==> src/design/ppp_pkg.sv <==
// ----------------------------------------------------------------------------
// ppp_pkg: shared types and constants for the pinhole point projection
// Widths of the camera-space datapath, register map codes and status codes.
// ----------------------------------------------------------------------------
package ppp_pkg;

	// input coordinate width (signed, 12 fraction bits)
	localparam int COORD_WIDTH = 24;
	localparam int ROT_W       = 16;
	localparam int TR_W        = 21;
	localparam int FX_W        = 32;
	localparam int THR_W       = 32;

	// camera coordinate: Q.26, wide enough for three products plus translation
	localparam int PROD_W = COORD_WIDTH + ROT_W;
	localparam int TRS_W  = TR_W + 14;
	localparam int CAM_W  = ((PROD_W > TRS_W) ? PROD_W : TRS_W) + 2;
	localparam int CMP_W  = (CAM_W > THR_W + 10) ? CAM_W : THR_W + 10;

	// focal times coordinate magnitude, split multiply halves
	localparam int NUM_W = FX_W + CAM_W;
	localparam int LO_W  = CAM_W / 2;
	localparam int HI_W  = CAM_W - LO_W;

	// quotient bits produced by the divider; larger quotients clamp
	localparam int QB     = 41;
	localparam int Q_W    = QB + 1;
	localparam int TERM_W = Q_W + 1;
	localparam int SUM_W  = TERM_W + 1;

	// configuration port
	localparam int CFG_AW = 6;
	localparam int CFG_DW = 64;

	// queue between front and back
	localparam int QUEUE_DEPTH = 4;
	localparam int QPTR_W      = $clog2(QUEUE_DEPTH);

	typedef enum logic [2:0] {
		REG_FOCAL  = 3'd0,
		REG_CENTER = 3'd1,
		REG_ROT0   = 3'd2,
		REG_ROT1   = 3'd3,
		REG_ROT2   = 3'd4,
		REG_TRANS  = 3'd5,
		REG_THRESH = 3'd6,
		REG_MODE   = 3'd7
	} cfg_idx_t;

	typedef enum logic [1:0] {
		ST_OK      = 2'd0,
		ST_INVALID = 2'd1,
		ST_ERROR   = 2'd2
	} status_t;

	typedef struct packed {
		logic signed [FX_W-1:0] fx;
		logic signed [FX_W-1:0] fy;
		logic signed [FX_W-1:0] cx;
		logic signed [FX_W-1:0] cy;
		logic [2:0][3*ROT_W-1:0] rot;
		logic [3*TR_W-1:0]       tr;
		logic [THR_W-1:0]        thr;
		logic                    inv_mode;
	} cfg_t;

	typedef struct packed {
		logic signed [CAM_W-1:0] x;
		logic signed [CAM_W-1:0] y;
		logic signed [CAM_W-1:0] z;
		logic                    inf;
	} cam_t;

endpackage

==> src/design/ppp_cfg.sv <==
// ----------------------------------------------------------------------------
// ppp_cfg: configuration register file
// APB-style write/read port holding camera pose and intrinsics.
// ----------------------------------------------------------------------------
module ppp_cfg (
	input  logic                         clk,
	input  logic                         arst_n,
	input  logic                         psel,
	input  logic                         penable,
	input  logic                         pwrite,
	input  logic [ppp_pkg::CFG_AW-1:0]   paddr,
	input  logic [ppp_pkg::CFG_DW-1:0]   pwdata,
	output logic [ppp_pkg::CFG_DW-1:0]   prdata,
	output logic                         pready,
	output ppp_pkg::cfg_t                cfg
);
	import ppp_pkg::*;

	logic [63:0]          focal_q, center_q;
	logic [3*ROT_W-1:0]   rot0_q, rot1_q, rot2_q;
	logic [3*TR_W-1:0]    trans_q;
	logic [THR_W-1:0]     thr_q;
	logic                 mode_q;
	logic                 wr_en;
	cfg_idx_t             idx;

	assign pready = 1'b1;
	assign wr_en  = psel && penable && pwrite;
	assign idx    = cfg_idx_t'(paddr[CFG_AW-1:3]);

	// write on the access phase of a transfer
	always_ff @(posedge clk or negedge arst_n) begin
		if (!arst_n) begin
			focal_q  <= '0;
			center_q <= '0;
			rot0_q   <= '0;
			rot1_q   <= '0;
			rot2_q   <= '0;
			trans_q  <= '0;
			thr_q    <= THR_W'(1);
			mode_q   <= 1'b0;
		end else if (wr_en) begin
			unique case (idx)
				REG_FOCAL:  focal_q  <= pwdata;
				REG_CENTER: center_q <= pwdata;
				REG_ROT0:   rot0_q   <= pwdata[3*ROT_W-1:0];
				REG_ROT1:   rot1_q   <= pwdata[3*ROT_W-1:0];
				REG_ROT2:   rot2_q   <= pwdata[3*ROT_W-1:0];
				REG_TRANS:  trans_q  <= pwdata[3*TR_W-1:0];
				REG_THRESH: thr_q    <= pwdata[THR_W-1:0];
				REG_MODE:   mode_q   <= pwdata[0];
				default: ;
			endcase
		end
	end

	// read back
	always_comb begin
		unique case (idx)
			REG_FOCAL:  prdata = focal_q;
			REG_CENTER: prdata = center_q;
			REG_ROT0:   prdata = CFG_DW'(rot0_q);
			REG_ROT1:   prdata = CFG_DW'(rot1_q);
			REG_ROT2:   prdata = CFG_DW'(rot2_q);
			REG_TRANS:  prdata = CFG_DW'(trans_q);
			REG_THRESH: prdata = CFG_DW'(thr_q);
			REG_MODE:   prdata = CFG_DW'(mode_q);
			default:    prdata = '0;
		endcase
	end

	assign cfg.fx       = focal_q[63:32];
	assign cfg.fy       = focal_q[31:0];
	assign cfg.cx       = center_q[63:32];
	assign cfg.cy       = center_q[31:0];
	assign cfg.rot      = {rot2_q, rot1_q, rot0_q};
	assign cfg.tr       = trans_q;
	assign cfg.thr      = thr_q;
	assign cfg.inv_mode = mode_q;
endmodule

==> config.mk <==
export PLATFORM = sky130hd
export DESIGN_NAME = ppp_cfg
export DESIGN_NICKNAME = d
export VERILOG_FILES = /design/src/design/ppp_pkg.sv /design/src/design/ppp_cfg.sv
export SDC_FILE = /design/constraint.sdc
export NUM_CORES = 1
export LEC_CHECK = 0
export BUFFER_PORTS_ARGS = -buffer_cell sky130_fd_sc_hd__buf_2
export CAP_MARGIN = 20
export CELL_PAD_IN_SITES_DETAIL_PLACEMENT = 0
export CELL_PAD_IN_SITES_GLOBAL_PLACEMENT = 1
export CORE_ASPECT_RATIO = 0.75
export CORE_MARGIN = 2
export CORE_UTILIZATION = 37
export CTS_CLUSTER_DIAMETER = 150
export DETAILED_ROUTE_END_ITERATION = 12
export PLACE_DENSITY = 0.74
export SLEW_MARGIN = 10
export SYNTH_ARGS = -nofsm -noshare
export SYNTH_HDL_FRONTEND = slang
export SYNTH_SLANG_ARGS = --single-unit
==> constraint.sdc <==
create_clock -name clk -period 1.3 [get_ports clk]
set_clock_uncertainty 0.1 [all_clocks]
set_input_delay 0.065 -clock clk [delete_from_list [all_inputs] [get_ports clk]]
set_output_delay 0.065 -clock clk [all_outputs]
set_load 0.02 [all_outputs]
# Word-level counts from Yosys, hierarchy flattened
# Index checks and enable logic that the tools add are counted.
dict set report classes {
  mux 1
  n_reduce_logical 11
  n_eq_ne 7
}
# operator n
set op_table {}
lappend op_table {{$pmux W64 S8} 1}
lappend op_table {{$reduce_and A2 Y1} 8}
lappend op_table {{$eq A3 B3 Y1 const B} 4}
lappend op_table {{$eq A3 B2 Y1 const B} 2}
lappend op_table {{$eq A3 B1 Y1 const B} 1}
lappend op_table {{$logic_not A3 Y1} 1}
lappend op_table {{$logic_and A1 B1 Y1} 2}
dict set report word_totals {
  ff_bits 368
}

# Depth between registers and ports, before layout
dict set report logic_depth {
  word_depth 3
  depth_mapped 8
  ltp_nobuf 4
}

# Worst setup path before layout
# No wires, ideal clock.
dict set report synth_timing {
  kind {input to output}
  start {in paddr[4] (netlist bit)}
  end {out prdata[10] (netlist bit)}
  slack_ns -0.417
  t_required_ns 1.135
  arrival_ns 1.552
  path_stages 6
  cell_sequence {buf_2 > buf_4 > buf_2 > buf_2 > mux2i_1 > a221oi_1}
}
dict set report synth_between {
  elab_chain_len 2
  elab_cells_between_ends 9
  cone_classes {eq/ne (7); mux (1); reduce/logical (1)}
}
# item line
set synth_rtl {}
lappend synth_rtl {{from (decl)} ppp_cfg.sv:11} ;# input logic [ppp_pkg::CFG_AW-1:0] paddr,
lappend synth_rtl {{$eq A3 B3 Y1, or another cell as far along} ppp_cfg.sv:59} ;# unique case (idx)
lappend synth_rtl {{$pmux W64 S8 *} ppp_cfg.sv:59}
lappend synth_rtl {{to (decl)} ppp_cfg.sv:13} ;# output logic [ppp_pkg::CFG_DW-1:0] prdata,
# Every way passes the cells marked *; elsewhere a longest branch is shown, timed or not.

# Worst setup path in the final report
dict set report layout_timing {
  start {reg trans_q[47]}
  end {out prdata[47] (netlist bit)}
}
dict set report layout_between {
  elab_chain_len 1
}
# item line
set layout_rtl {}
lappend layout_rtl {{from (decl)} ppp_cfg.sv:21} ;# logic [3*TR_W-1:0] trans_q;
lappend layout_rtl {{from (signal assigned)} ppp_cfg.sv:49} ;# REG_TRANS: trans_q <= pwdata[3*TR_W-1:0];
lappend layout_rtl {{$pmux W64 S8} ppp_cfg.sv:59}
# No other way between the ends.

==> impl_metrics.py <==
metrics = {
    "floorplanning": {
        "fp-row-count": 67,
        "fp.dieH_um": 189,
        "die_w_um": 250,
        "die_area_um2": 47200,
        "start_util": 0.376,
        "core_um2": 44800,
        "io_pins": 508,
    },
    "power": {
        "total_leakage_power_uw": 0.0140,
        "ir_drop_mv": 1.49,
        "finalPower_uw": 45700,
        "p_per_area_nw_per_um2": 1600,
    },
    "yosys": {
        "netlist_area_um2": 16800,
        "synth_cell_type_count": 36,
        "synth-edff-count": 0,
        "yosysTopAreaCell": "dfrtp_1",
        "postSynthAreaPerCell_um2": 13.6,
        "syn_nets": 1313,
        "yosysTopAreaCellShare": 0.546,
        "synthArstFlopShare": 1.00,
        "synthCells": 1238,
        "ys.flop_type": "dfrtp_1",
        "yosys_warnings": 0,
        "ys_ff_latch": 368,
        "yosysSeqAreaShare": 0.547,
        "synthTopCellsByArea": "dfrtp_1 55%, mux2_2 20%, mux2_4 5.4%, mux2i_1 3.6%, mux4_2 3.1%",
    },
    "clock_network": {
        "cts_root_buf": "clkbuf_16",
        "clk_latency_ns": 0.54,
        "numCtsBuffers": 40,
        "cts_htree_levels": 2,
        "path_clk_slew_ns": 0.06,
        "cts_sinks": 368,
        "cts_tree": "done",
        "cts_buffer_depth": 3,
    },
    "sta": {
        "finalSetupViolations": 285,
        "tightest_slew_ns": 0.887,
        "setup_slack_ns": -0.775,
        "hold_viol": 0,
        "tns_ns": -47.68,
        "finalCritPeriodShare": 1.60,
        "hold_slack_ns": 0.0683,
        "relSlewSlack": 0.407,
        "rsz0062_at_grt": "yes",
        "slew_violations": 0,
        "fmax_mhz": 482,
        "finalCriticalPeriod_ns": 2.08,
    },
    "global_routing": {
        "antenna_found_initial": 0,
        "grt_pass1_wl_um": 95600,
        "overflow": 0,
        "grt_start_max_net_pins": 61,
        "first_global_vias": 15300,
        "grtUsageTotal": 0.263,
    },
    "placed_design": {
        "port_buffers": 503,
        "place_inst": 2473,
        "place_congestion": 0.878,
        "dpl.hpwl_um": 43000,
        "place_area_um2": 22500,
    },
    "hold_path": {
        "min_path_type": "in2async",
    },
    "setup_path": {
        "crit_required_ns": 1.13,
        "r2r_slack_ns": -0.01,
        "path_cells": "mux2_2 > a222oi_1 > a21oi_2 > buf_2",
        "path_class": "reg2out",
        "start_kind": "register",
        "crit_path_end_kind": "output pin",
        "slowest_stage": "a222oi_1",
        "r2r_cells": 5,
        "cpPeakStageDelay_ns": 0.43,
        "cp.arrival_ns": 1.91,
        "path_max_fanout": 2,
    },
    "final_layout": {
        "multiInputGateArea_um2": 7980,
        "fin_area_um2": 28600,
        "area_growth_pct": 69.7,
        "final_cells": 2774,
        "final_cell_mix": "471 x buf_6, 365 x dfrtp_1, 222 x mux2_2",
        "n_antenna_cell": 0,
        "layout.nets": 2233,
        "regArea_um2": 9210,
        "final_common_cell": "buf_6",
        "drive_above_1_share": 0.684,
        "final.fill_count": 3292,
    },
    "detailed_routing": {
        "vias_per_cell": 5.22,
        "vias": 14500,
        "drt_first_pass_iters": 6,
        "wl_per_cell_um": 23.4,
        "drt-total-wl_um": 64900,
        "ant_nets": 0,
        "drt_iter0_drc": 708,
        "drcViolationCount": 0,
    },
    "flow_run": {
        "drv_cap": 0,
    },
    "run_status": {
        "violations": "setup timing",
        "status": "finished, violations left",
    },
}
cells in the mapped netlist (11+ instances only):
library cell  count
a21oi_1          99
a22o_1           12
buf_2            48
clkbuf_1         23
dfrtp_1         367
inv_1            11
mux2_2          298
mux2_4           60
mux2i_1          60
mux4_2           23
nand2_1          13
nor2_1          111
nor2b_1          13
o21ai_0          13
per-stage QoR:
step	setup WS, ns	utilization
final	-0.775	0.638
after global routing	-0.840	0.638
after CTS	-0.721	0.615
after detailed placement	-0.467	0.504
after global placement	-0.421	0.504
after floorplan	-0.196	-
timing repair:
item | 4_1_cts | 5_1_grt
pin swaps | 26 | 20
gates resized for setup | 751 | 175
endpoints found under the hold margin | 736 | 15
setup buffers | 115 | 138
hold buffers | 66 | 1
setup endpoints to repair | 367 | 432
layout make-up:
class	count	share of cell area
multi-input cells	768	0.279
clock inverters	17	0.00530
clock buffers	55	0.0405
inverters	11	0.00145
well taps	586	0.0257
repair buffers	969	0.325
flip-flops and latches	368	0.322
power breakdown:
group / switching [uW] / internal [uW] / leakage [uW] / total (uW)
clock network: 4850 / 6660 / 0.000651 / 11500
logic: 8440 / 10100 / 0.00863 / 18500
registers: 1910 / 13700 / 0.00468 / 15600
total: 15200 / 30500 / 0.0140 / 45700
state kept, by name, indices dropped and copies added, names as in the netlist:
register  cells
focal_q      64
thr_q        32
rot1_q       48
rot2_q       48
center_q     64
trans_q      63
mode_q        1
rot0_q       48
final timing paths:
path,startpoint,end
hold / removal,arst_n,rot1_q[28]
max in group asynchronous,arst_n,center_q[20]
hold reg to reg,center_q[14],center_q[14]
setup / recovery,trans_q[47],prdata[47]
min in group clk,paddr[4],mode_q
setup reg to reg,trans_q[47],trans_q[47]
critical path, delay by kind of cell (launching register included):
family	cells	cell delay, ns
flops	1	0.40
buf+inv	1	0.18
compound gates	2	0.53
mux	1	0.27
layer usage:
layer	GRT usage	wire length (um)	up-vias
li1	-	-	6340
met1	0.340	26800	7475
met2	0.430	31500	515
met3	0.0689	4420	138
met4	0.0914	2210	0
met5	0	0	-
cells by family (layout without fill, tap and decap cells):
family,after synthesis,after routing,synth area share
AND/OR/NAND/NOR,155,155,0.0400
flip-flops,368,368,0.547
buffers and inverters,102,1052,0.0303
multiplexers,445,445,0.322
other,1,1,0.000223
AO/OA/AOI/OAI,167,167,0.0604
(Power assumes the default switching activity.)
