<file path="src/design/ppp_pkg.sv">
// ----------------------------------------------------------------------------
// ppp_pkg: shared types and constants for the pinhole point projection
// Widths of the camera-space datapath, register map codes and status codes.
// ----------------------------------------------------------------------------
package ppp_pkg;

	// input coordinate width (signed, 12 fraction bits)
	localparam int COORD_WIDTH = 24;
	localparam int ROT_W       = 16;
	localparam int TR_W        = 21;
	localparam int FX_W        = 32;
	localparam int THR_W       = 32;

	// camera coordinate: Q.26, wide enough for three products plus translation
	localparam int PROD_W = COORD_WIDTH + ROT_W;
	localparam int TRS_W  = TR_W + 14;
	localparam int CAM_W  = ((PROD_W > TRS_W) ? PROD_W : TRS_W) + 2;
	localparam int CMP_W  = (CAM_W > THR_W + 10) ? CAM_W : THR_W + 10;

	// focal times coordinate magnitude, split multiply halves
	localparam int NUM_W = FX_W + CAM_W;
	localparam int LO_W  = CAM_W / 2;
	localparam int HI_W  = CAM_W - LO_W;

	// quotient bits produced by the divider; larger quotients clamp
	localparam int QB     = 41;
	localparam int Q_W    = QB + 1;
	localparam int TERM_W = Q_W + 1;
	localparam int SUM_W  = TERM_W + 1;

	// configuration port
	localparam int CFG_AW = 6;
	localparam int CFG_DW = 64;

	// queue between front and back
	localparam int QUEUE_DEPTH = 4;
	localparam int QPTR_W      = $clog2(QUEUE_DEPTH);

	typedef enum logic [2:0] {
		REG_FOCAL  = 3'd0,
		REG_CENTER = 3'd1,
		REG_ROT0   = 3'd2,
		REG_ROT1   = 3'd3,
		REG_ROT2   = 3'd4,
		REG_TRANS  = 3'd5,
		REG_THRESH = 3'd6,
		REG_MODE   = 3'd7
	} cfg_idx_t;

	typedef enum logic [1:0] {
		ST_OK      = 2'd0,
		ST_INVALID = 2'd1,
		ST_ERROR   = 2'd2
	} status_t;

	typedef struct packed {
		logic signed [FX_W-1:0] fx;
		logic signed [FX_W-1:0] fy;
		logic signed [FX_W-1:0] cx;
		logic signed [FX_W-1:0] cy;
		logic [2:0][3*ROT_W-1:0] rot;
		logic [3*TR_W-1:0]       tr;
		logic [THR_W-1:0]        thr;
		logic                    inv_mode;
	} cfg_t;

	typedef struct packed {
		logic signed [CAM_W-1:0] x;
		logic signed [CAM_W-1:0] y;
		logic signed [CAM_W-1:0] z;
		logic                    inf;
	} cam_t;

endpackage

</file>
<file path="src/design/ppp_queue.sv">
// ----------------------------------------------------------------------------
// ppp_queue: short queue between front and back
// Small register queue so each side can stall on its own.
// ----------------------------------------------------------------------------
module ppp_queue (
	input  logic          clk,
	input  logic          arst_n,
	input  logic          push,
	input  ppp_pkg::cam_t push_data,
	output logic          can_push,
	input  logic          take,
	output logic          head_vld,
	output ppp_pkg::cam_t head
);
	import ppp_pkg::*;

	cam_t              mem_q [QUEUE_DEPTH];
	logic [QPTR_W-1:0] wr_q, rd_q;
	logic [QPTR_W:0]   cnt_q;
	logic              pop;

	assign head_vld = cnt_q != '0;
	assign head     = mem_q[rd_q];
	assign pop      = head_vld && take;
	assign can_push = (cnt_q != (QPTR_W+1)'(QUEUE_DEPTH)) || pop;

	// store pushed entry
	always_ff @(posedge clk) begin
		if (push) begin
			mem_q[wr_q] <= push_data;
		end
	end

	// advance pointers and count
	always_ff @(posedge clk or negedge arst_n) begin
		if (!arst_n) begin
			wr_q  <= '0;
			rd_q  <= '0;
			cnt_q <= '0;
		end else begin
			if (push) begin
				wr_q <= wr_q + 1'b1;
			end
			if (pop) begin
				rd_q <= rd_q + 1'b1;
			end
			if (push && !pop) begin
				cnt_q <= cnt_q + 1'b1;
			end else if (pop && !push) begin
				cnt_q <= cnt_q - 1'b1;
			end
		end
	end
endmodule

</file>
<file path="config.mk">
export PLATFORM = sky130hd
export DESIGN_NAME = ppp_queue
export DESIGN_NICKNAME = d
export VERILOG_FILES = /design/src/design/ppp_pkg.sv /design/src/design/ppp_queue.sv
export SDC_FILE = /design/constraint.sdc
export NUM_CORES = 1
export LEC_CHECK = 0
export ABC_AREA = 1
export ABC_CLOCK_PERIOD_IN_PS = 4600
export BUFFER_PORTS_ARGS = -buffer_cell sky130_fd_sc_hd__buf_2
export CAP_MARGIN = 20
export CELL_PAD_IN_SITES_DETAIL_PLACEMENT = 0
export CELL_PAD_IN_SITES_GLOBAL_PLACEMENT = 1
export CORE_MARGIN = 2
export CORE_UTILIZATION = 43
export DETAILED_ROUTE_END_ITERATION = 8
export GPL_ROUTABILITY_DRIVEN = 0
export PLACE_DENSITY = 0.81
export SLEW_MARGIN = 20
export SYNTH_ARGS = -nofsm -noshare
export SYNTH_HDL_FRONTEND = slang
export SYNTH_SLANG_ARGS = --single-unit
</file>
<file path="constraint.sdc">
create_clock -name clk -period 4.6 [get_ports clk]
set_input_delay 0.69 -clock clk [delete_from_list [all_inputs] [get_ports clk]]
set_output_delay 0.69 -clock clk [all_outputs]
set_load 0.01 [all_outputs]
</file>
Word level (Yosys, flattened, before mapping)
Memory sizes are Yosys's and may differ from the RTL's.
Cells that the tools add are included.
{"block": "op_classes", "n_addsub": 4, "eq_ne": 1, "n_mux": 4, "reduce_logical": 8}
{"operator": "3-bit 2-to-1 mux", "n": 2}
{"operator": "2-bit by 1-bit adder with 2-bit output (second input constant)", "n": 2}
{"operator": "3-bit by 1-bit adder with 3-bit output (second input constant)", "n": 1}
{"operator": "1-bit logical AND", "n": 3}
{"operator": "3-bit inequality test (second input constant)", "n": 1}
{"operator": "3-bit nonzero test", "n": 1}
{"operator": "3-bit by 1-bit subtractor with 3-bit output (second input constant)", "n": 1}
{"operator": "1-bit logical NOT", "n": 2}
{"operator": "1-bit 2-to-1 mux", "n": 2}
{"operator": "2-bit nonzero test", "n": 1}
{"operator": "1-bit logical OR", "n": 1}
{"block": "word_totals", "reg_bits": 7, "ram_bits": 508, "inputBits": 131, "out_inout_bits": 129, "n_memories": 1}
{"name": "mem_q", "depth": 4, "width": 127, "read_ports": 1, "rd_ports_with_merged_regs": 0, "write_ports": 1, "line": "ppp_queue.sv:17", "rtl": "cam_t mem_q [QUEUE_DEPTH];"}

Depth between registers and ports, before layout
Gate-level depths: netlist (run 1).
{"block": "depth", "ltp_word": 5, "ltp_mapped": 11, "ltp_nobuf": 11}

Least setup slack after synthesis (run 1)
OpenSTA, ideal clock, no wires.
{"block": "synth_path", "path_kind": "input to register", "startpoint": "input push", "endpoint": "memory mem_q[0][0] in the netlist's numbering (enable)", "setup_time_ns": 0.480, "t_arrival_ns": 3.438, "required_ns": 4.120, "path_slack_ns": 0.681, "cell_stages": 3, "path_buffers": 1, "path_cell_list": "clkbuf_1 nand2_1 inv_1"}
{"block": "synth_between", "elab_chain_len": 2}
{"element": "start: declaration", "line": "ppp_queue.sv:8", "rtl": "input logic push,"}
{"element": "1-bit 2-to-1 mux", "line": "ppp_queue.sv:29", "rtl": "if (push) begin"}
{"element": "1-bit 2-to-1 mux (not written as such)", "line": "ppp_queue.sv:30", "rtl": "mem_q[wr_q] <= push_data;"}
{"element": "end: declaration", "line": "ppp_queue.sv:17"}
No other way between the ends.

==> impl_metrics.ini, run 1 <==
[outcome]
outcome = finished, final reports clean

[sta]
rsz0062_at_grt = no
setup_viol = 0
maxSlewHeadroom_pct = 40.8
min_period_ns = 3.64
max_freq_mhz = 275
tightest_slew_ns = 0.887
finalCritPeriodShare_pct = 79.1
finalClockSkew_ns = 0.0106
final_hold_viol_count = 0
slew_viol_final = 0
setup_tns_ns = 0

[power]
power_density_mw_per_mm2 = 643
power_leakage_nw = 9.88
ir_worst_vdd_mv = 0.483

[setup_path]
critPathLaunchType = register
cp-end-kind = output port
path_max_fanout = 63
crit_type = reg2out
critPathRequiredTime_ns = 3.91
crit_arrival_ns = 2.95

[synth]
synth_area_leaders = edfxtp_1 73%, nand2_1 7.1%, o211ai_2 6.0%
yosysSeqAreaShare_pct = 73.7
yosysUniqueCellTypes = 20
yosys.area.top_type = edfxtp_1
syn_inst = 1538
synth_nets = 1675
ys_warn_count = 0
post_synth.cell_area_avg_um2 = 13.6
yosys_register_bits = 515
synth_top_area_share_pct = 72.8
synth_area_mm2 = 0.0209

[clock_tree]
cts_setup_buffers = 0
cts_buffers = 52
cts_hold_buf = 1
h-tree-depth = 2
cts.sinks = 515
cts.repair.resized = 0
clkLatencyLatePin_ns = 0.58
cts_buffer_depth = 3
root_buffer = clkbuf_16
cts_tree = built
path_clk_slew_ns = 0.06

[finish]
nFillCells = 4042
nets = 1919
final_layout_size_suffix_gt1_share_pct = 24.6
final_common_cell = edfxtp_1
final_util_pct = 50.9
regArea_mm2 = 0.0154
synthToLayoutAreaGrowth_pct = 16.6
mostFrequentLayoutCells = 508 x edfxtp_1, 398 x nand2_1, 263 x inv_1
multi_input_area_mm2 = 0.00405

[global_routing]
antenna_found_initial = 6
grt_use_total_pct = 16.8
overflow = 0
grt_pass1_vias = 12000
grt_first_pass_wirelength_um = 65400
grt_max_degree = 150

[die]
start_util_pct = 43.7
fp-row-count = 80
ios = 260
fp.dieW_um = 225
die_h_um = 225
coreArea_mm2 = 0.0479
dieArea_mm2 = 0.0505

[drt]
post_drt_wl_per_cell_um = 17.3
wl_met1_um = 18400
dr_wl_met2_um = 20300
top_layer_used = met5
wl_um = 42300
drtAntennaViolNets = 0
drc_errors = 0
vias = 12100
met3_length_um = 2720
drt-pass1-iter-count = 5
drt-initial-drc-count = 691
via_per_inst = 4.94

[job]
maxCapViolations = 0

[placement]
dp_hpwl_um = 24700
numPortBuffers = 259

[worst_hold_path]
hold_class = in2reg
==> power breakdown <==
group          switching [mW]  internal [mW]
Clock                    1.67           2.32
Combinational            3.52           1.73
Sequential              0.321           6.14
Total                    5.51           10.2
==> metal layers <==
layer / vias up / GRT usage [%]
li1: 5870 / -
met1: 5810 / 22.1
met2: 299 / 27.6
met3: 72 / 3.96
met4: 6 / 5.45
met5: - / 0
==> Yosys cell counts <==
master    count
buf_4         1
buf_1         5
nand4_1       1
nor2_1        1
inv_2         1
fa_1          1
buf_6        11
edfxtp_1    508
clkbuf_1     25
o211ai_2    100
dfrtp_1       7
xor2_1        1
o211ai_1    154
inv_1       268
nand2_1     398
xnor2_1       1
ha_1          5
buf_2        43
nand3_1       5
o21ai_0       2
==> cell type report <==
class	instances	share of cell area [%]
Inverter	269	4.27
Clock buffer	71	5.83
Multi-Input combinational cell	669	16.6
Timing Repair Buffer	275	6.22
Tap cell	615	3.15
Sequential cell	515	63.2
Clock inverter	23	0.748
Antenna cell	4	0.0410
==> per-stage QoR <==
step	power (mW)	worst slack [ns]	hold WS, ns	cells	area, µm²
after floorplan	10.1	0.681	0.394	1538	20900
after global placement	11.8	1.48	0.454	2342	22800
after detailed placement	11.9	1.48	0.469	2342	22800
after CTS	15.9	0.841	0.274	2437	24400
after global routing	16.7	0.704	0.286	2438	24400
final	15.7	0.963	0.318	2441	24400
==> state kept, by name, summed over array words and instances, names as in the netlist <==
name / cells
cnt_q: 3
mem_q: 508
rd_q: 2
wr_q: 2
==> path summary, 6_finish.rpt <==
check / startpoint / end / slack, ns / depth (start not counted)
worst min register to register: cnt_q[2]$_DFFE_PN0P_ / cnt_q[2]$_DFFE_PN0P_ / 0.48 / 2
min in group asynchronous: arst_n / rd_q[0]$_DFFE_PN0P_ / 0.47 / 2
max in group asynchronous: arst_n / rd_q[1]$_DFFE_PN0P_ / 3.95 / 2
worst max-delay path: rd_q[1]$_DFFE_PN0P_ / head[116] / 0.96 / 5
worst max register to register: wr_q[1]$_DFFE_PN0P_ / mem_q[0][17]$_DFFE_PP_ / 2.41 / 5
worst min-delay path: push_data[99] / mem_q[1][99]$_DFFE_PP_ / 0.32 / 1
==> worst max-delay path: stages (launching register included) <==
cell and delay [ns]:
dfrtp_4 0.79, inv_6 0.58, buf_4 0.48, o211ai_2 0.15, nand2_1 0.10, buf_2 0.16
==> kinds of logic after synthesis <==
logic type / count (synthesis) / share of synthesized area, %
adders and majority gates: 6 / 0.394
xor gates and xnor gates: 2 / 0.0836
buffers and inverters: 354 / 7.01
and+or+nand+nor: 405 / 7.30
AOI/OAI and AO/OA: 256 / 11.5
DFF: 515 / 73.7
Power figures use the tool's default switching activity.
==> run 2: changes to the inputs <==
--- a/config.mk
+++ b/config.mk
@@ -5,8 +5,8 @@
 export SDC_FILE = /design/constraint.sdc
 export NUM_CORES = 1
 export LEC_CHECK = 0
-export ABC_AREA = 1
-export ABC_CLOCK_PERIOD_IN_PS = 4600
+export ABC_AREA = 0
+export ABC_CLOCK_PERIOD_IN_PS = 3500
 export BUFFER_PORTS_ARGS = -buffer_cell sky130_fd_sc_hd__buf_2
 export CAP_MARGIN = 20
 export CELL_PAD_IN_SITES_DETAIL_PLACEMENT = 0
@@ -15,7 +15,7 @@
 export CORE_UTILIZATION = 43
 export DETAILED_ROUTE_END_ITERATION = 8
 export GPL_ROUTABILITY_DRIVEN = 0
-export PLACE_DENSITY = 0.81
+export PLACE_DENSITY = 0.77
 export SLEW_MARGIN = 20
 export SYNTH_ARGS = -nofsm -noshare
 export SYNTH_HDL_FRONTEND = slang
==> constraint.sdc (replaced) <==
create_clock -name clk -period 3.5 [get_ports clk]
set_input_delay 0.525 -clock clk [delete_from_list [all_inputs] [get_ports clk]]
set_output_delay 0.525 -clock clk [all_outputs]
set_load 0.01 [all_outputs]
==> run 2 against run 1 <==
Net effect: combinational power rose by 1%; clock power rose by 29%; highest routed layer unchanged; synthesized area fell by 11%; largest power group unchanged; cell count fell by 33%.
==> impl_metrics.ini, run 2 <==
[drt]
wl_um = 35200
vias = 8354
drt-initial-drc-count = 497
drtAntennaViolNets = 0
drc_errors = 0
via_per_inst = 5.13
post_drt_wl_per_cell_um = 21.6
drt-pass1-iter-count = 4

[die]
die_h_um = 213
coreArea_mm2 = 0.0431
start_util_pct = 43.5
fp-row-count = 76
dieArea_mm2 = 0.0452
fp.dieW_um = 213
ios = 260

[sta]
setup_viol = 0
finalClockSkew_ns = 0.0123
finalCritPeriodShare_pct = 82.0
slew_viol_final = 0
rsz0062_at_grt = no
maxSlewHeadroom_pct = 61.4
max_freq_mhz = 348
setup_tns_ns = 0
final_hold_viol_count = 0
tightest_slew_ns = 0.579
min_period_ns = 2.87

[placement]
post-place-cells = 1529
dp_hpwl_um = 21100
dpl_cell_area_mm2 = 0.0208
numPortBuffers = 259

[synth]
synth_edf_count = 508
yosys.cell_count.top_type = edfxtp_1
yosysUniqueCellTypes = 20
yosys-top-cells-count = 508 x edfxtp_1, 127 x mux4_2, 13 x buf_2, 13 x buf_6, 7 x dfrtp_1
ys_warn_count = 0
post_synth.cell_area_avg_um2 = 26.9
yosysSeqAreaShare_pct = 82.4
async_reset_ff_share_pct = 1.36
synth_area_mm2 = 0.0187
synth_top_area_share_pct = 81.4
yosys.area.top_type = edfxtp_1
synth_area_leaders = edfxtp_1 81%, mux4_2 15%, dfrtp_1 0.94%
yosys_register_bits = 515
syn_inst = 697
synth_nets = 834
synthFlopType = edfxtp_1

[clock_tree]
cts_buffers = 52
cts_tree = built
path_clk_slew_ns = 0.06
root_buffer = clkbuf_16
cts.repair.resized = 0
cts_buffer_depth = 3
cts.sinks = 515
h-tree-depth = 2
clkLatencyLatePin_ns = 0.58

[global_routing]
grtUsageMet1_pct = 19.6
use_met3_pct = 4.90
grt.busiest_layer = met2
overflow = 0
grt_use_total_pct = 15.7
antenna_found_initial = 11
grt_first_pass_wirelength_um = 52300
grtUsageMet2_pct = 26.2
grt_pass1_vias = 8986
grt_max_degree = 73

[setup_path]
cp-end-kind = output port
crit_arrival_ns = 2.35
crit_type = reg2out
critPathRequiredTime_ns = 2.97
critPathLaunchType = register
crit_chain = buf_12 -> mux4_2 -> buf_2
cpMaxStageDelayCell = dfrtp_4
path_max_fanout = 48
max_stage_delay_ns = 0.79

[finish]
nFillCells = 3346
largest_reg_flops = 508
mostFrequentLayoutCells = 508 x edfxtp_1, 259 x buf_2, 127 x mux4_2
top_register = mem_q
final_cells = 1628
final_util_pct = 52.1
final_area_mm2 = 0.0224
nets = 1136
final_layout_size_suffix_gt1_share_pct = 46.0
final_common_cell = edfxtp_1
multi_input_area_mm2 = 0.00308
synthToLayoutAreaGrowth_pct = 19.8
regArea_mm2 = 0.0154
reg_top3 = mem_q: 508 flops, cnt_q: 3 flops

[outcome]
outcome = finished, final reports clean

[power]
ir_worst_vdd_mv = 0.434
power_switching_mw = 5.37
combinationalPowerShare_pct = 28.1
p_int_mw = 13.5
p_clk_share_pct = 27.3
power_leakage_nw = 7.58
power_density_mw_per_mm2 = 842
switching_share_pct = 28.4
power_frac_seq_pct = 44.6

[worst_hold_path]
hold_class = in2reg

[job]
maxCapViolations = 0
run 2: logic make-up (layout without fill, tap and decap cells):
group,after synthesis,in the layout,synth area share [%]
AND/OR/NAND/NOR,10,10,0.307
XOR/XNOR,6,6,0.281
flip-flops,515,515,82.4
buffers and inverters,31,373,1.25
other,0,4,0
AO/OA/AOI/OAI,1,1,0.0267
adder cells (fa/ha/maj),6,6,0.441
multiplexers,128,128,15.3
run 2: critical path: cells and delay by family, from the launching register on:
family / cells / cell delay (ns)
DFF: 1 / 0.79
muxes: 1 / 0.40
buffers and inverters: 2 / 0.51
run 2: stage by stage:
stage	power, mW	hold WS (ns)	setup slack [ns]
after floorplan	12.0	0.229	0.878
after global placement	14.0	0.421	1.15
after detailed placement	14.0	0.423	1.16
after CTS	19.2	0.112	0.530
after global routing	19.8	0.135	0.521
final	18.9	0.151	0.629
run 2: power by group through the flow:
stage          Sequential [mW]  Clock [mW]  Combinational, mW
2_1_floorplan             8.40           0               3.58
3_3_place_gp              8.50           0               5.47
3_5_place_dp              8.57           0               5.48
4_1_cts                   8.44        5.29               5.50
5_1_grt                   8.52        5.52               5.77
6_report                  8.42        5.15               5.31
run 2: worst paths after layout:
path | start | end | slack [ns] | cells past startpoint
setup reg to reg | cnt_q[0]$_DFFE_PN0P_ | cnt_q[2]$_DFFE_PN0P_ | 1.41 | 8
setup / recovery | rd_q[1]$_DFFE_PN0P_ | head[126] | 0.63 | 3
min in group asynchronous | arst_n | rd_q[0]$_DFFE_PN0P_ | 0.36 | 2
hold reg to reg | cnt_q[2]$_DFFE_PN0P_ | cnt_q[2]$_DFFE_PN0P_ | 0.48 | 1
max in group asynchronous | arst_n | rd_q[1]$_DFFE_PN0P_ | 2.91 | 2
hold / removal | push_data[9] | mem_q[0][9]$_DFFE_PP_ | 0.15 | 1
run 2: final cells by class:
| cell class | count | area share (%) |
|---|---|---|
| Multi-Input combinational cell | 151 | 13.7 |
| Clock inverter | 31 | 1.02 |
| Inverter | 3 | 0.0502 |
| Antenna cell | 4 | 0.0446 |
| Sequential cell | 515 | 68.8 |
| Clock buffer | 63 | 6.08 |
| Timing Repair Buffer | 276 | 7.03 |
| Tap cell | 585 | 3.26 |
run 2: timing repair:
item / 4_1_cts / 5_1_grt
hold endpoints to repair: 7 / 0
buffers inserted: 0 / 0
hold buffers: 1 / 0
run 2: metal layers:
layer	wire length [µm]	share of wire, %
met5	92	0.26
met4	820	2.3
met3	2690	7.6
met1	14200	40
met2	17400	50
==> run 3: changes to the inputs <==
--- a/config.mk
+++ b/config.mk
@@ -5,8 +5,8 @@
 export SDC_FILE = /design/constraint.sdc
 export NUM_CORES = 1
 export LEC_CHECK = 0
-export ABC_AREA = 0
-export ABC_CLOCK_PERIOD_IN_PS = 3500
+export ABC_AREA = 1
+export ABC_CLOCK_PERIOD_IN_PS = 2740
 export BUFFER_PORTS_ARGS = -buffer_cell sky130_fd_sc_hd__buf_2
 export CAP_MARGIN = 20
 export CELL_PAD_IN_SITES_DETAIL_PLACEMENT = 0
@@ -15,7 +15,7 @@
 export CORE_UTILIZATION = 43
 export DETAILED_ROUTE_END_ITERATION = 8
 export GPL_ROUTABILITY_DRIVEN = 0
-export PLACE_DENSITY = 0.77
+export PLACE_DENSITY = 0.81
 export SLEW_MARGIN = 20
 export SYNTH_ARGS = -nofsm -noshare
 export SYNTH_HDL_FRONTEND = slang
==> constraint.sdc (replaced) <==
create_clock -name clk -period 2.74 [get_ports clk]
set_input_delay 0.411 -clock clk [delete_from_list [all_inputs] [get_ports clk]]
set_output_delay 0.411 -clock clk [all_outputs]
set_load 0.01 [all_outputs]
==> run 3 against run 2 <==
Net effect: combinational power is 81% higher; clock power is 30% higher; global-route usage is 1.4 points higher; count of clock-buffer cells in the layout is 6 higher; hold slack worse by 0.12 ns; worst setup slack worse by 0.53 ns; cell area is 13% higher; sequential share of layout area is 7.8 points lower; first-iteration DRC count is 50% higher; via count is 46% higher; critical path type unchanged; largest power group unchanged.
==> impl_metrics.ini, run 3 (same netlist as run 1, synthesis figures left out) <==
[setup_path]
worstReg2RegEnd = cnt_q[2]$_DFFE_PN0P_
timing.rr.start = cnt_q[1]$_DFFE_PN0P_
cpMaxStageDelayCell = dfrtp_4
critPathBufInv = 3
max_stage_delay_ns = 0.51
cp-end-kind = output port
path_max_fanout = 37
rrSetupSlack_ns = 0.93
crit_chain = inv_6 -> buf_4 -> o211ai_1 -> nand2_1 -> buf_2
setup.worst_path.start = rd_q[1]$_DFFE_PN0P_
crit_type = reg2out
critPathRequiredTime_ns = 2.33
critPathLaunchType = register
worstRegToRegCells = 10
critPathTopFamily = buffers and inverters
crit_arrival_ns = 2.23

[clock_tree]
h-tree-depth = 2
root_buffer = clkbuf_16
cts_tree = built
path_clk_slew_ns = 0.06
clkLatencyLatePin_ns = 0.61
cts_buffer_depth = 3
cts.sinks = 515
cts_buffers = 53

[finish]
largest_reg_flops = 508
top_register = mem_q
nets = 1993
final_common_cell = edfxtp_1
synthToLayoutAreaGrowth_pct = 20.8
mostFrequentLayoutCells = 508 x edfxtp_1, 394 x nand2_1, 262 x inv_1
final_layout_size_suffix_gt1_share_pct = 25.0
final_cells = 2514
reg_top3 = mem_q: 508 flops, cnt_q: 3 flops
final_util_pct = 52.8

[drt]
drtAntennaViolNets = 0
drc_errors = 0
wl_um = 43700
post_drt_wl_per_cell_um = 17.4
drt-pass1-iter-count = 5
drt-initial-drc-count = 747
via_per_inst = 4.87
vias = 12200

[global_routing]
grt_first_pass_wirelength_um = 66400
overflow = 0
grt_pass1_vias = 12200
grtUsageMet1_pct = 22.5
grtUsageMet2_pct = 27.8
grt_use_total_pct = 17.1
antenna_found_initial = 8
use_met3_pct = 3.78
grt.busiest_layer = met2
grt_max_degree = 129

[sta]
setup_tns_ns = 0
finalClockSkew_ns = 0.0293
rsz0062_at_grt = yes
tightest_slew_ns = 0.736
setup_viol = 0
slew_viol_final = 0
max_freq_mhz = 379
final_hold_viol_count = 0
min_period_ns = 2.64
maxSlewHeadroom_pct = 50.9
finalCritPeriodShare_pct = 96.2

[placement]
dp_hpwl_um = 24800
post-place-cells = 2358
numPortBuffers = 259

[outcome]
outcome = finished, final reports clean

[die]
start_util_pct = 43.7
fp.dieW_um = 225
ios = 260
die_h_um = 225
coreArea_mm2 = 0.0479
fp-row-count = 80
dieArea_mm2 = 0.0505

[power]
power_density_mw_per_mm2 = 1070
power_leakage_nw = 10.2
ir_worst_vdd_mv = 0.627

[worst_hold_path]
hold_class = in2reg
whs_path_depth = 1
min_from = push_data[98]
min_to = mem_q[0][98]$_DFFE_PP_

[job]
maxCapViolations = 0
## run 3: changes by cell type in the layout (fill, tap and decap cells not counted), sizes merged, moves of 4 or more
cell,change
nand2,+396
inv,+261
o211ai,+254
mux4,-127
dlygate4sd3,+55
buf,+15
clkbuf,+6
and2,-4
clkinv,-4
nand3,+4
## run 3: report_power, final
| part | total, mW | internal, mW | switching, mW |
|---|---|---|---|
| Combinational | 9.62 | 3.37 | 6.25 |
| Sequential | 10.7 | 10.3 | 0.387 |
| Clock | 6.67 | 3.82 | 2.85 |
## run 3: area by class of cell
cell class              count  area [µm²]
diodes                      6        15.0
inverters                 269        1060
repair inverters            2        17.5
multi-input cells         669        4070
well taps                 615         769
repair buffers            346        2360
fillers                  3967       22600
clock inverters            23         158
flip-flops and latches    515       15400
clock buffers              69        1430
## run 3: how the worst max path moves through the flow
stage | depth (start not counted) | slack [ns] | end
2_1_floorplan | 4 | -0.20 | mem_q[0][0]$_DFFE_PP_
3_3_place_gp | 6 | 0.67 | head[27]
3_5_place_dp | 6 | 0.66 | head[27]
4_1_cts | 5 | 0.04 | head[111]
5_1_grt | 4 | -0.005 | head[59]
6_report | 5 | 0.10 | head[111]
## run 3: worst reg2reg max path: stages (launching register included)
cell     delay (ns)
dfrtp_1        0.40
inv_1          0.10
nand3_1        0.17
nand2_1        0.14
ha_1           0.17
inv_1          0.07
fa_1           0.38
nand2_1        0.10
nand3_1        0.08
nand2_1        0.06
nand2_1        0.05
## run 3: metrics by stage
step	hold WS, ns	total power [mW]	area (µm²)	setup WS [ns]
detailed placement	0.264	20.5	23100	0.663
finish	0.0337	27.0	25300	0.104
global route	0.0162	28.6	25300	-0.00453
floorplan	0.115	16.9	21000	-0.205
CTS	0.0000119	27.2	25300	0.0351
global placement	0.263	20.3	23100	0.666
## run 3: per-layer routing
metal  wire length [µm]  up-vias
met5                 25        -
met1              19300     5834
met3               2580       78
met2              20600      296
li1                   -     6022
met4               1140        4
## run 3: what timing repair did
item | 4_1_cts | 5_1_grt
setup buffers | 0 | 0
gates cloned | 0 | 2
endpoints found under the hold margin | 212 | 0
gates resized for setup | 1 | 4
hold buffers | 56 | 0
pin swaps | 0 | 0
setup endpoints to repair | 1 | 15
